--- config.mk ---
export PLATFORM = sky130hd
export DESIGN_NAME = bpcs_queue
export DESIGN_NICKNAME = d
export VERILOG_FILES = /design/src/hw/rtl/bpcs_pkg.sv /design/src/hw/rtl/bpcs_queue.sv
export SDC_FILE = /design/constraint.sdc
export NUM_CORES = 1
export LEC_CHECK = 0
export BUFFER_PORTS_ARGS = -buffer_cell sky130_fd_sc_hd__buf_2
export CAP_MARGIN = 25
export CORE_UTILIZATION = 45
export CTS_CLUSTER_SIZE = 14
export DETAILED_ROUTE_END_ITERATION = 7
export PLACE_DENSITY = 0.74
export RECOVER_POWER = 50
export SLEW_MARGIN = 15
export SYNTH_ARGS = -nofsm -noshare
export SYNTH_HDL_FRONTEND = slang
export SYNTH_SLANG_ARGS = --single-unit
--- constraint.sdc ---
create_clock -name clk -period 4.6 [get_ports clk]
set_clock_uncertainty 0.15 [all_clocks]
set_input_delay 0 -clock clk [delete_from_list [all_inputs] [get_ports clk]]
set_output_delay 0 -clock clk [all_outputs]
set_load 0.005 [all_outputs]
--- src/hw/rtl/bpcs_pkg.sv ---
`timescale 1ns / 1ps
// ----------------------------------------------------------------------------
// bpcs_pkg
// Shared constants, types and the per-chunk planning function of the
// block I/O PRP command splitter.
// ----------------------------------------------------------------------------
package bpcs_pkg;

  // geometry (page and sector sizes are powers of two)
  localparam int unsigned PAGE_BYTES       = 4096;
  localparam int unsigned SECTOR_BYTES     = 512;
  localparam int unsigned LIST_CAP_SECTORS = 4096;
  localparam int unsigned MAX_SECTORS      = 256;
  localparam int unsigned ENTRY_CAP        = 32;
  localparam int unsigned RESULT_CAP       = 33;
  localparam int unsigned QUEUE_DEPTH      = 2;

  // field widths
  localparam int unsigned ADDR_W  = 64;
  localparam int unsigned CNT_W   = 9;
  localparam int unsigned KIND_W  = 2;
  localparam int unsigned OP_W    = 2;
  localparam int unsigned BM1_W   = 12;
  localparam int unsigned IDX_W   = 5;
  localparam int unsigned CFG_IDX_W = 1;

  // derived widths
  localparam int unsigned PAGE_W   = $clog2(PAGE_BYTES);
  localparam int unsigned SECTOR_W = $clog2(SECTOR_BYTES);
  localparam int unsigned FIRST_W  = PAGE_W + 1;
  localparam int unsigned SPAN_W   = $clog2(PAGE_BYTES * (ENTRY_CAP + 1) + 1);
  localparam int unsigned NB_W     = CNT_W + SECTOR_W;
  localparam int unsigned MORE_W   = NB_W - PAGE_W + 1;
  localparam int unsigned N_W      = $clog2(RESULT_CAP + 1);
  localparam int unsigned TOT_W    = MORE_W + 1;
  localparam int unsigned PN_W     = ADDR_W - PAGE_W;

  // result kinds
  localparam logic [KIND_W-1:0] KIND_ENTRY = 2'd0;
  localparam logic [KIND_W-1:0] KIND_CMD   = 2'd1;
  localparam logic [KIND_W-1:0] KIND_ERR   = 2'd2;

  // command opcodes
  localparam logic [OP_W-1:0] OP_NONE  = 2'd0;
  localparam logic [OP_W-1:0] OP_WRITE = 2'd1;
  localparam logic [OP_W-1:0] OP_READ  = 2'd2;

  // configuration register indexes
  localparam logic [CFG_IDX_W-1:0] CFG_LIST_PAGE = 1'd0;
  localparam logic [CFG_IDX_W-1:0] CFG_IO_EN     = 1'd1;

  typedef struct packed {
    logic [ADDR_W-1:0] list_page;
    logic              io_en;
  } cfg_t;

  // classified request handed from front to back
  typedef struct packed {
    logic              err;
    logic              wr;
    logic [ADDR_W-1:0] lba;
    logic [ADDR_W-1:0] buf_addr;
    logic [CNT_W-1:0]  cnt;
  } item_t;

  // plan of one chunk
  typedef struct packed {
    logic              cap0;
    logic [CNT_W-1:0]  cnt;
    logic [NB_W-1:0]   nbytes;
    logic [MORE_W-1:0] ent;
    logic              two_page;
  } chunk_t;

  typedef enum logic [1:0] {
    F_IDLE,
    F_CHECK,
    F_PUSH
  } front_state_t;

  typedef enum logic {
    B_IDLE,
    B_RUN
  } back_state_t;

  // size one chunk from the page offset and the sectors still to go
  function automatic chunk_t chunk_plan(input logic [PAGE_W-1:0] off,
                                        input logic [CNT_W-1:0]  sectors,
                                        input logic              has_list);
    logic [FIRST_W-1:0] first;
    logic [SPAN_W-1:0]  span;
    logic [SPAN_W-1:0]  cap;
    logic [NB_W-1:0]    diff;
    logic [MORE_W-1:0]  more;
    chunk_t             c;
    first = FIRST_W'(PAGE_BYTES) - FIRST_W'(off);
    if (has_list) begin
      span = SPAN_W'(first) + SPAN_W'(ENTRY_CAP * PAGE_BYTES);
    end else begin
      span = SPAN_W'(first) + SPAN_W'(PAGE_BYTES);
    end
    cap = span >> SECTOR_W;
    if (has_list && (cap > SPAN_W'(LIST_CAP_SECTORS))) begin
      cap = SPAN_W'(LIST_CAP_SECTORS);
    end
    c.cap0     = (cap == '0);
    c.cnt      = (SPAN_W'(sectors) > cap) ? CNT_W'(cap) : sectors;
    c.nbytes   = NB_W'(c.cnt) << SECTOR_W;
    c.ent      = '0;
    c.two_page = 1'b0;
    diff       = '0;
    more       = '0;
    if (c.nbytes > NB_W'(first)) begin
      diff = c.nbytes - NB_W'(first) + NB_W'(PAGE_BYTES - 1);
      more = MORE_W'(diff >> PAGE_W);
      c.two_page = (more == MORE_W'(1));
      c.ent      = (more > MORE_W'(1)) ? more : '0;
    end
    return c;
  endfunction

endpackage

--- src/hw/rtl/bpcs_queue.sv ---
`timescale 1ns / 1ps
// ----------------------------------------------------------------------------
// bpcs_queue
// Short FIFO of classified requests between the front and the back.
// ----------------------------------------------------------------------------
module bpcs_queue import bpcs_pkg::*; (
  input  logic  clk,
  input  logic  rst_n,
  input  logic  push_valid,
  output logic  push_ready,
  input  item_t push_item,
  output logic  pop_valid,
  input  logic  pop_ready,
  output item_t pop_item
);

  localparam int unsigned PTR_W = (QUEUE_DEPTH > 1) ? $clog2(QUEUE_DEPTH) : 1;
  localparam int unsigned CNT_QW = $clog2(QUEUE_DEPTH + 1);

  item_t              mem_r [QUEUE_DEPTH];
  logic [PTR_W-1:0]   wr_ptr_r, rd_ptr_r;
  logic [CNT_QW-1:0]  count_r;
  logic               do_push, do_pop;

  assign push_ready = (count_r != CNT_QW'(QUEUE_DEPTH));
  assign pop_valid  = (count_r != '0);
  assign pop_item   = mem_r[rd_ptr_r];
  assign do_push    = push_valid && push_ready;
  assign do_pop     = pop_valid && pop_ready;

  // storage
  always_ff @(posedge clk) begin
    if (do_push) begin
      mem_r[wr_ptr_r] <= push_item;
    end
  end

  // pointers and fill level
  always_ff @(posedge clk) begin
    if (!rst_n) begin
      wr_ptr_r <= '0;
      rd_ptr_r <= '0;
      count_r  <= '0;
    end else begin
      if (do_push) begin
        wr_ptr_r <= (wr_ptr_r == PTR_W'(QUEUE_DEPTH - 1)) ? '0 : wr_ptr_r + PTR_W'(1);
      end
      if (do_pop) begin
        rd_ptr_r <= (rd_ptr_r == PTR_W'(QUEUE_DEPTH - 1)) ? '0 : rd_ptr_r + PTR_W'(1);
      end
      if (do_push && !do_pop) begin
        count_r <= count_r + CNT_QW'(1);
      end else if (do_pop && !do_push) begin
        count_r <= count_r - CNT_QW'(1);
      end
    end
  end

endmodule

### After elaboration in Yosys (flattened, before gate mapping)

Memory sizes are Yosys's and may differ from the RTL's. A register that Yosys moved wholly into a read port is not among the register bits.
Index checks and enable logic that the tools add are counted.

| word-level totals | value |
|---|---|
| flip-flop bits (word level) | 4 |
| RAM bits | 278 |
| input port bits | 143 |
| output and inout port bits | 141 |
| word-level logic and storage cells | 25 |
| memories kept | 1 |

| operators by class | value |
|---|---|
| add/subtract/negate cells | 4 |
| equal/unequal tests | 1 |
| muxes and demuxes | 8 |
| reductions and logical operators | 8 |

Memories:

| name | words | width | rd ports | clocked after memory_dff | wr ports | line | text |
|---|---|---|---|---|---|---|---|
| mem_r | 2 | 139 | 1 | 1 | 1 | bpcs_queue.sv:20 | `item_t mem_r [QUEUE_DEPTH];` |

Operators by type and width:

| kind | count |
|---|---|
| $mux 1 | 6 |
| $logic_and 1x1->1 | 4 |
| $mux 2 | 2 |
| $reduce_bool 2->1 | 2 |
| $add 1x1->1 const B | 2 |
| $add 2x1->2 const B | 1 |
| $logic_not 1->1 | 2 |
| $ne 2x2->1 const B | 1 |
| $sub 2x1->2 const B | 1 |

### Depth between registers and ports, before layout

| logic depth | value |
|---|---|
| word-level depth | 6 |
| depth in mapped cells | 6 |
| depth with buffers taken out | 6 |

### Least setup slack after synthesis

OpenSTA, ideal clock, no wires.

| timing | value |
|---|---|
| kind | register -> register |
| from | register count_r[0] |
| to | memory mem_r[1][0] (netlist bit), enable pin |
| setup time | 0.516 ns |
| data arrival time | 3.795 ns |
| required time | 3.934 ns |
| slack | 0.140 ns |
| cell stages (with the launch flop) | 3 |
| path buffers | 0 |
| clock period less this slack | 4.460 ns |
| path through | dfxtp_1 -> nand2b_4 -> and3_1 |

| between the ends | value |
|---|---|
| longest elaborated chain between the ends | 4 |

Ends and longest elaborated chain:

| element | line | text |
|---|---|---|
| start: declaration | bpcs_queue.sv:22 | `logic [CNT_QW-1:0] count_r;` |
| start signal: assignment | bpcs_queue.sv:52 | `count_r <= count_r + CNT_QW'(1);` |
| start signal: assignment | bpcs_queue.sv:54 | `count_r <= count_r - CNT_QW'(1);` |
| $ne 2x2->1 | bpcs_queue.sv:25 | `assign push_ready = (count_r != CNT_QW'(QUEUE_DEPTH));` |
| net push_ready | bpcs_queue.sv:10 | `output logic push_ready,` |
| $logic_and 1x1->1 | bpcs_queue.sv:28 | `assign do_push = push_valid && push_ready;` |
| $mux 1 | bpcs_queue.sv:33 | `if (do_push) begin` |
| $mux 1 (not written as such) | bpcs_queue.sv:34 | `mem_r[wr_ptr_r] <= push_item;` |
| end: declaration | bpcs_queue.sv:20 |  |

The timed path passes the listed nets, and every way through them passes these cells.

### Worst setup path after layout

| timing | value |
|---|---|
| from | register count_r[0] |
| to | memory mem_r[0][83] (netlist bit), enable pin |

| between the ends | value |
|---|---|
| longest elaborated chain between the ends | 4 |

Ends and longest elaborated chain:

| element | line |
|---|---|
| $ne 2x2->1 | bpcs_queue.sv:25 |
| $logic_and 1x1->1 | bpcs_queue.sv:28 |
| $mux 1 | bpcs_queue.sv:33 |
| $mux 1 (not written as such) | bpcs_queue.sv:34 |

Every way passes these cells.

==> out/qor.tcl <==
set qor(max_freq_mhz) 295.3
set qor(count_of_nets_left_with_antenna_violations_after_detail_routing) 0
set qor(first_pass_iters) 4
set qor(initial_antenna_violation_count) 0
set qor(cts_tree) {done}
set qor(placementRows) 55
set qor(setup_total_negative_slack_ps) 0
set qor(final_nets) 1046
set qor(reg_to_reg_setup_timing_slack_ps) 1210
set qor(dieArea_sq_um) 23510
set qor(timing.critical_path.cells) {nand2b_1 > nand3b_1 > clkinvlp_4 > buf_12}
set qor(status) {complete, but fails checks}
set qor(grt_use_total_pct) 18.08
set qor(wl_per_cell_um) 17.87
set qor(synth_largest_area_cell) {sky130_fd_sc_hd__edfxtp_1}
set qor(ioPinCount) 284
set qor(synth_top_area_share_pct) 81.01
set qor(worst-endpoint-required_ps) 4690
set qor(slowest_library_cell_on_the_worst_path) {sky130_fd_sc_hd__clkinvlp_4}
set qor(powerDensity_nw_per_um2) 505.7
set qor(drc) 0
set qor(slowest_stage_delay_cp_ps) 1370
set qor(postCtsResizedCells) 0
set qor(max_slew.worst_pin.slew_ps) 1820
set qor(numClockSinks) 283
set qor(detailedRoute.firstIterationViolations) 226
set qor(wirelength_um) 21580
set qor(avgSynthCellArea_sq_um) 22.60
set qor(yosys_warning_count) 0
set qor(maximum_number_of_pins_on_one_net_before_global_route_repair) 81
set qor(final_cell_count_no_fill) 1207
set qor(synth_top_cells_by_area) {sky130_fd_sc_hd__edfxtp_1 81%, sky130_fd_sc_hd__mux2_2 15%, sky130_fd_sc_hd__buf_6 1.2%}
set qor(pre_cts_ws_ps) 2272
set qor(cts_made_buffers) 28
set qor(relSlewSlack_pct) -21.35
set qor(path_clk_slew_ps) 60
set qor(gpl.final_weighted_congestion) 0.6919
set qor(chipHeight_um) 153.3
set qor(max_cap_violations) 2
set qor(cts_hold_buffers) 144
set qor(report.final.setup_viol) 0
set qor(relative_area_change_from_synthesis_to_final_layout_pct) 38.26
set qor(chipWidth_um) 153.3
set qor(detail_routed_via_count_per_cell) 4.850
set qor(dr_total_vias) 5854
set qor(core_region_area_sq_um) 22570
set qor(fin_ws_ps) 1213
set qor(hold_violations) 0
set qor(post_synth_inst_count) 456
set qor(worst_path_bufs_invs) 2
set qor(total_power_mw) 7.204
set qor(yosysUniqueCellTypes) 21
set qor(max-clock-path-buffers) 3
set qor(setup.worst_path.class) {register to register}
set qor(inserted_diodes) 0
set qor(post_route_cells_drive_above_1_share_pct) 41.11
set qor(globalRouteOverflowTotal) 0
set qor(buffer_ports.inserted) 283
set qor(number_of_global_route_vias_before_repair) 6397
set qor(critPathCaptureType) {register}
set qor(cts.repair_timing.setup_buffer_count) 0
set qor(timing.critical_path.max_delay_family) {buffers and inverters}
set qor(first_pass_grt_wire_length_um) 33260
set qor(final_period_minus_worst_setup_slack_ps) 3387
set qor(p_leak_nw) 5.143
set qor(dp_hpwl_um) 11830
set qor(min_path_type) {input pin to register}
set qor(postSynthRegisterBits) 283
set qor(place.detailed.instances) 1013
set qor(cp.arrival_ps) 3480
set qor(final_max_slew_viol_count) 115
set qor(synthesis.nets) 600
set qor(grt_setup_unrepaired) {false}
set qor(failing_checks) {capacitance limit, slew limit}
set qor(cp_max_fo) 80
set qor(clk_latency_ps) 530
set qor(timing.critical_path.from_type) {register}
set qor(post_synth_instance_area_sq_um) 10300
set qor(peak_ir_drop_on_the_vdd_network_uv) 340.8
set qor(initial_utilization_pct) 45.65
set qor(number_of_levels_in_the_clock_h_tree) 1
set qor(clock_tree_root_buffer_cell) {sky130_fd_sc_hd__clkbuf_16}
set qor(period_share_pct) 73.62
set qor(yosysSeqAreaShare_pct) 81.98
worst paths after layout:
check	cells after the start	endpoint	startpoint
worst max-delay path	4	mem_r[0][83]$_DFFE_PP_	count_r[0]$_SDFFE_PN0P_
worst min-delay path	2	mem_r[1][38]$_DFFE_PP_	push_item[38]
worst max register to register	4	mem_r[0][83]$_DFFE_PP_	count_r[0]$_SDFFE_PN0P_
worst min register to register	2	count_r[1]$_SDFFE_PN0P_	count_r[1]$_SDFFE_PN0P_
flip-flops by register name, indices dropped and copies added (netlist names), named ones only:
name,count
rd_ptr_r,1
count_r,2
wr_ptr_r,1
mem_r,278
cell families (layout without fill, tap and decap cells):
family / after synthesis / after routing / synth area share (%)
AOI/OAI and AO/OA: 5 / 5 / 0.3399
xor gates and xnor gates: 3 / 3 / 0.2550
adders and majority gates: 1 / 1 / 0.1214
buffers and inverters: 16 / 482 / 1.481
DFF: 283 / 283 / 81.98
muxes: 139 / 139 / 15.19
and+or+nand+nor: 9 / 9 / 0.6314
report_power, final:
part	leakage (nW)	internal, mW	switching (mW)
clock network	0.443	1.37	0.915
logic	2.06	0.828	0.705
registers	2.64	3.23	0.159
metrics by stage:
step | hold WS [ps] | area (sq um) | util [%]
4_1_cts | 15.12 | 14370 | 63.68
5_1_grt | 22.20 | 14250 | 63.12
3_3_place_gp | 37.16 | 12010 | 53.21
6_report | 48.48 | 14250 | 63.12
2_1_floorplan | -51.13 | 10300 | -
3_5_place_dp | 40.66 | 12010 | 53.21
layout by cell type, fill, tap and decap left out, types with 2 or more instances in the layout:
cell | Yosys | layout
sky130_fd_sc_hd__buf_2 | 2 | 191
sky130_fd_sc_hd__o21ai_0 | 1 | 2
sky130_fd_sc_hd__clkbuf_1 | 0 | 92
sky130_fd_sc_hd__and2_1 | 4 | 3
sky130_fd_sc_hd__xnor2_1 | 2 | 2
sky130_fd_sc_hd__clkinv_1 | 0 | 7
sky130_fd_sc_hd__edfxtp_1 | 278 | 278
sky130_fd_sc_hd__mux2_2 | 139 | 139
sky130_fd_sc_hd__dlygate4sd3_1 | 0 | 144
sky130_fd_sc_hd__clkbuf_16 | 0 | 29
sky130_fd_sc_hd__clkinv_2 | 0 | 3
sky130_fd_sc_hd__buf_12 | 0 | 3
sky130_fd_sc_hd__clkbuf_2 | 0 | 3
sky130_fd_sc_hd__buf_1 | 0 | 2
sky130_fd_sc_hd__dfxtp_1 | 5 | 4
sky130_fd_sc_hd__clkinvlp_4 | 0 | 3
sky130_fd_sc_hd__bufinv_16 | 0 | 4
metal layers:
layer | track usage, % | up-vias | wire [um]
li1 | - | 2712 | -
met1 | 20.21 | 2828 | 8171
met2 | 32.66 | 245 | 11000
met3 | 4.877 | 69 | 1558
met4 | 7.167 | 0 | 845
met5 | 0 | - | 0
final cells by class:
type,count,area [sq um]
Tap cell,285,356.6
Multi-Input combinational cell,157,1697
Fill cell,1607,8324
Timing Repair Buffer,431,2814
Inverter,1,7.507
Clock inverter,16,176.4
Sequential cell,283,8452
Clock buffer,34,744.5
synthesized netlist by cell type (all sizes together):
cell	count
dfxtp	5
buf	15
o21ai	2
and2	4
nand3b	1
inv	1
mux2	139
a21bo	1
or3	1
xnor2	2
xor2	1
or2	1
edfxtp	278
nand2b	1
and3	1
a21boi	2
ha	1
(Power assumes the default switching activity.)
